<file path="src/design/bfifo_pkg.sv">
`timescale 1ns / 1ps
package bfifo_pkg;

	localparam int DEPTH     = 1024;
	localparam int MAX_BURST = 64;

	localparam int AW = $clog2(DEPTH);
	localparam int LW = AW + 1;
	localparam int CW = 7;
	localparam int BW = 8;

	localparam logic [2:0] ACT_PUSH  = 3'd0;
	localparam logic [2:0] ACT_POP   = 3'd1;
	localparam logic [2:0] ACT_PEEK  = 3'd2;
	localparam logic [2:0] ACT_DROP  = 3'd3;
	localparam logic [2:0] ACT_FLUSH = 3'd4;

	localparam logic [1:0] K_SINGLE = 2'd0;
	localparam logic [1:0] K_PUSH   = 2'd1;
	localparam logic [1:0] K_BURST  = 2'd2;

	localparam logic ST_OK  = 1'b0;
	localparam logic ST_ERR = 1'b1;

	typedef struct packed {
		logic          status;
		logic [LW-1:0] fill;
		logic [LW-1:0] free;
		logic          empty;
		logic          full;
	} stat_t;

	typedef struct packed {
		logic [1:0]    kind;
		logic [BW-1:0] data;
		logic [AW-1:0] addr;
		logic [CW-1:0] cnt;
		stat_t         stat;
	} cmd_t;

	// index plus offset, wrapped once by the capacity
	function automatic logic [AW-1:0] wrap_add(input logic [AW-1:0] idx,
			input logic [LW-1:0] off, input logic [LW-1:0] cap);
		logic [LW:0] s;
		s = {2'b00, idx} + {1'b0, off};
		if (s >= {1'b0, cap})
			s = s - {1'b0, cap};
		return s[AW-1:0];
	endfunction

endpackage

</file>
<file path="src/design/bfifo_cmdq.sv">
`timescale 1ns / 1ps
module bfifo_cmdq import bfifo_pkg::*; (
	input  logic clk,
	input  logic arst_n,
	input  logic in_valid,
	output logic in_ready,
	input  cmd_t in_cmd,
	output logic out_valid,
	input  logic out_ready,
	output cmd_t out_cmd
);

	cmd_t       ent_q [4];
	logic [1:0] wp_q, rp_q;
	logic [2:0] cnt_q;
	logic       do_wr, do_rd;

	assign in_ready  = (cnt_q != 3'd4);
	assign out_valid = (cnt_q != 3'd0);
	assign out_cmd   = ent_q[rp_q];
	assign do_wr     = in_valid && in_ready;
	assign do_rd     = out_valid && out_ready;

	always_ff @(posedge clk) begin
		if (do_wr)
			ent_q[wp_q] <= in_cmd;
	end

	always_ff @(posedge clk or negedge arst_n) begin
		if (!arst_n) begin
			wp_q  <= '0;
			rp_q  <= '0;
			cnt_q <= '0;
		end else begin
			if (do_wr)
				wp_q <= wp_q + 2'd1;
			if (do_rd)
				rp_q <= rp_q + 2'd1;
			if (do_wr && !do_rd)
				cnt_q <= cnt_q + 3'd1;
			else if (do_rd && !do_wr)
				cnt_q <= cnt_q - 3'd1;
		end
	end

endmodule

</file>
<file path="config.mk">
export PLATFORM = sky130hd
export DESIGN_NAME = bfifo_cmdq
export DESIGN_NICKNAME = d
export VERILOG_FILES = /design/src/design/bfifo_pkg.sv /design/src/design/bfifo_cmdq.sv
export SDC_FILE = /design/constraint.sdc
export NUM_CORES = 1
export LEC_CHECK = 0
export BUFFER_PORTS_ARGS = -buffer_cell sky130_fd_sc_hd__clkbuf_2
export CORE_MARGIN = 5
export CORE_UTILIZATION = 57
export DETAILED_ROUTE_END_ITERATION = 12
export GPL_ROUTABILITY_DRIVEN = 0
export PLACE_DENSITY = 0.8
export SLEW_MARGIN = 20
export SYNTH_ARGS = -nofsm -noshare
export SYNTH_HDL_FRONTEND = slang
export SYNTH_SLANG_ARGS = --single-unit
</file>
<file path="constraint.sdc">
create_clock -name clk -period 2.97 [get_ports clk]
set_input_delay 0 -clock clk [delete_from_list [all_inputs] [get_ports clk]]
set_output_delay 0 -clock clk [all_outputs]
set_load 0.01 [all_outputs]
</file>
==> impl_metrics.py <==
metrics = {
    "worst_setup_path": {
        "end_kind": "output pin",
        "critPathMaxFanout": 43,
        "rr_endpoint": "cnt_q[2]",
        "startpoint_type": "flop",
        "reg2reg_depth": 8,
        "r2r-start": "cnt_q[1]",
        "reg2reg_slack_ns": 0.76,
        "crit_type": "reg2out",
        "cp.arrival_ns": 2.30,
        "required_ns": 2.97,
    },
    "floorplanning": {
        "core-area_mm2": 0.0138,
        "rows": 43,
        "die_h_um": 128,
        "start_util": 0.577,
        "die_w_um": 128,
        "dieArea_mm2": 0.0165,
        "io_pins": 110,
    },
    "drt": {
        "ant_nets": 0,
        "wl_um": 15600,
        "wl_per_cell_um": 22.6,
        "remaining_drc_errors": 0,
        "dr.first_iter.drc_count": 300,
        "vias_per_cell": 5.58,
        "drt_pass1_iterations": 5,
        "num_vias": 3846,
    },
    "layout": {
        "nNetsFinal": 556,
        "final_common_cell": "edfxtp_1",
        "layout_common_cells": "208 x edfxtp_1, 109 x clkbuf_2, 56 x dlygate4sd3_1, 48 x mux4_2, 23 x clkbuf_16",
        "multi_input_area_mm2": 0.00141,
        "ff_latch_area_mm2": 0.00643,
        "num_antenna_cells": 0,
        "drive_gt1_frac": 0.411,
        "area_delta_synth_final_pct": 25.6,
        "fillers": 783,
    },
    "clocking": {
        "cts_buffer_depth": 3,
        "ctsHoldBuffers": 56,
        "cts_sinks": 215,
        "cts_made_buffers": 22,
        "cts_tree": "yes",
        "cts-root-buf": "clkbuf_16",
        "post_cts_buffers": 0,
        "clk_pin_slew_ns": 0.06,
        "clock_latency_ns": 0.49,
        "post_cts_resized": 0,
        "cts_htree_levels": 1,
    },
    "grt": {
        "antenna_found_initial": 0,
        "grt_max_degree": 53,
        "overflow": 0,
        "grt_pass1_vias": 4279,
        "grt_use_total": 0.199,
        "grt_pass1_wl_um": 24600,
    },
    "placement": {
        "portBuffers": 109,
        "dp_slack_ns": 0.807,
        "dp.final_hpwl_um": 8750,
    },
    "hold_path": {
        "hp-class": "in2reg",
        "hold_path_depth": 2,
        "hold_path_end": "ent_q[2][47]",
        "min_from": "in_cmd[47]",
    },
    "power": {
        "leakage_nw": 3.56,
        "ir_worst_vdd_uv": 621,
        "p_per_area_mw_per_mm2": 978,
    },
    "yosys": {
        "synth_cell_type_count": 19,
        "synth_top_family_by_area": "multiplexers",
        "synth-compound-area-share": 0.00141,
        "ys_seq_area_frac": 0.805,
        "synth_nets": 369,
        "netlist_area_mm2": 0.00798,
        "synthXorXnorAreaFrac": 0.00659,
        "synthAdderAreaFrac": 0.0103,
        "synth_seq_cells": 215,
        "synth_simple_gate_area_share": 0.00643,
        "synth.yosys.warnings": 0,
        "syn_inst": 307,
        "synthMuxAreaShare": 0.151,
        "syn-mean-instance-area_um2": 26.0,
    },
    "timing": {
        "hold_viol": 0,
        "setup_slack_ns": 0.667,
        "min_period_ns": 2.30,
        "fmax_mhz": 434,
        "slew_headroom": 0.513,
        "worst_pin_slew_ns": 0.730,
        "rsz0062_at_grt": "no",
        "finalSetupViolCount": 0,
        "fin_crit_sh": 0.776,
        "setup_tns_ns": 0,
        "clock_skew_ns": 0.00854,
        "drv_slew": 0,
    },
    "outcome": {
        "status": "finished clean",
    },
    "flow_run": {
        "drv_cap": 0,
    },
}
critical path, stage by stage (launching register included):
cell	delay [ns]
dfrtp_4	0.58
buf_12	0.33
mux4_1	0.70
clkbuf_2	0.17
flip-flops by register name, summed over array words and instances (netlist names):
signal  count
cnt_q       3
ent_q     208
rp_q        2
wp_q        2
per-layer routing:
metal  GRT usage  vias up  wire (um)
met3      0.0446       27       1190
met2       0.335      158       8000
li1            -     1683          -
met5           0        -          0
met4      0.0568        0        353
met1       0.267     1978       6040
through the flow:
stage,power [mW],cells,hold WS (ns),area [um^2],util
final,9.80,689,0.272,10000,0.725
after global routing,10.3,689,0.265,10000,0.725
after CTS,9.92,689,0.245,10000,0.725
after detailed placement,7.09,594,-0.154,8730,0.632
after global placement,7.00,594,-0.158,8730,0.632
after floorplan,6.15,307,-0.296,7980,-
logic make-up after synthesis:
group,count (synthesis)
simple gates,10
buf+inv,15
mux,54
compound gates,1
xor+xnor,6
fa+ha+maj,6
flops,215
cells in the mapped netlist, drive strengths merged:
cell    number  area, um^2
a21boi       1        11.3
and2         4        25.0
buf         12         141
dfrtp        7         175
edfxtp     208        6250
fa           1        20.0
ha           5        62.6
inv          3        11.3
mux2         2        22.5
mux4        52        1190
nand2        2        7.51
nand3        1        5.00
nor2         2        7.51
or3          1        6.26
xnor2        4        35.0
xor2         2        17.5
layout make-up:
| type | instances | share of cell area |
|---|---|---|
| clock inverters | 14 | 0.0147 |
| flip-flops and latches | 215 | 0.641 |
| well taps | 180 | 0.0225 |
| multi-input cells | 77 | 0.141 |
| inverters | 3 | 0.00112 |
| repair buffers | 175 | 0.122 |
| clock buffers | 25 | 0.0582 |
power by group:
part / total, mW / switching [mW] / internal (mW)
combinational: 2.73 / 1.42 / 1.32
clock: 2.74 / 1.07 / 1.67
sequential: 4.33 / 0.311 / 4.02
total: 9.80 / 2.79 / 7.01
how the worst max path moves through the flow:
stage	end	depth (start not counted)	startpoint
2_1_floorplan	ent_q[0][0]	3	cnt_q[0]
4_1_cts	out_cmd[38]	3	rp_q[0]
3_3_place_gp	cnt_q[2]	8	cnt_q[1]
6_report	out_cmd[38]	3	rp_q[0]
5_1_grt	out_cmd[38]	3	rp_q[0]
3_5_place_dp	cnt_q[2]	8	cnt_q[1]
No activity file was read; power rests on OpenSTA's default activity.
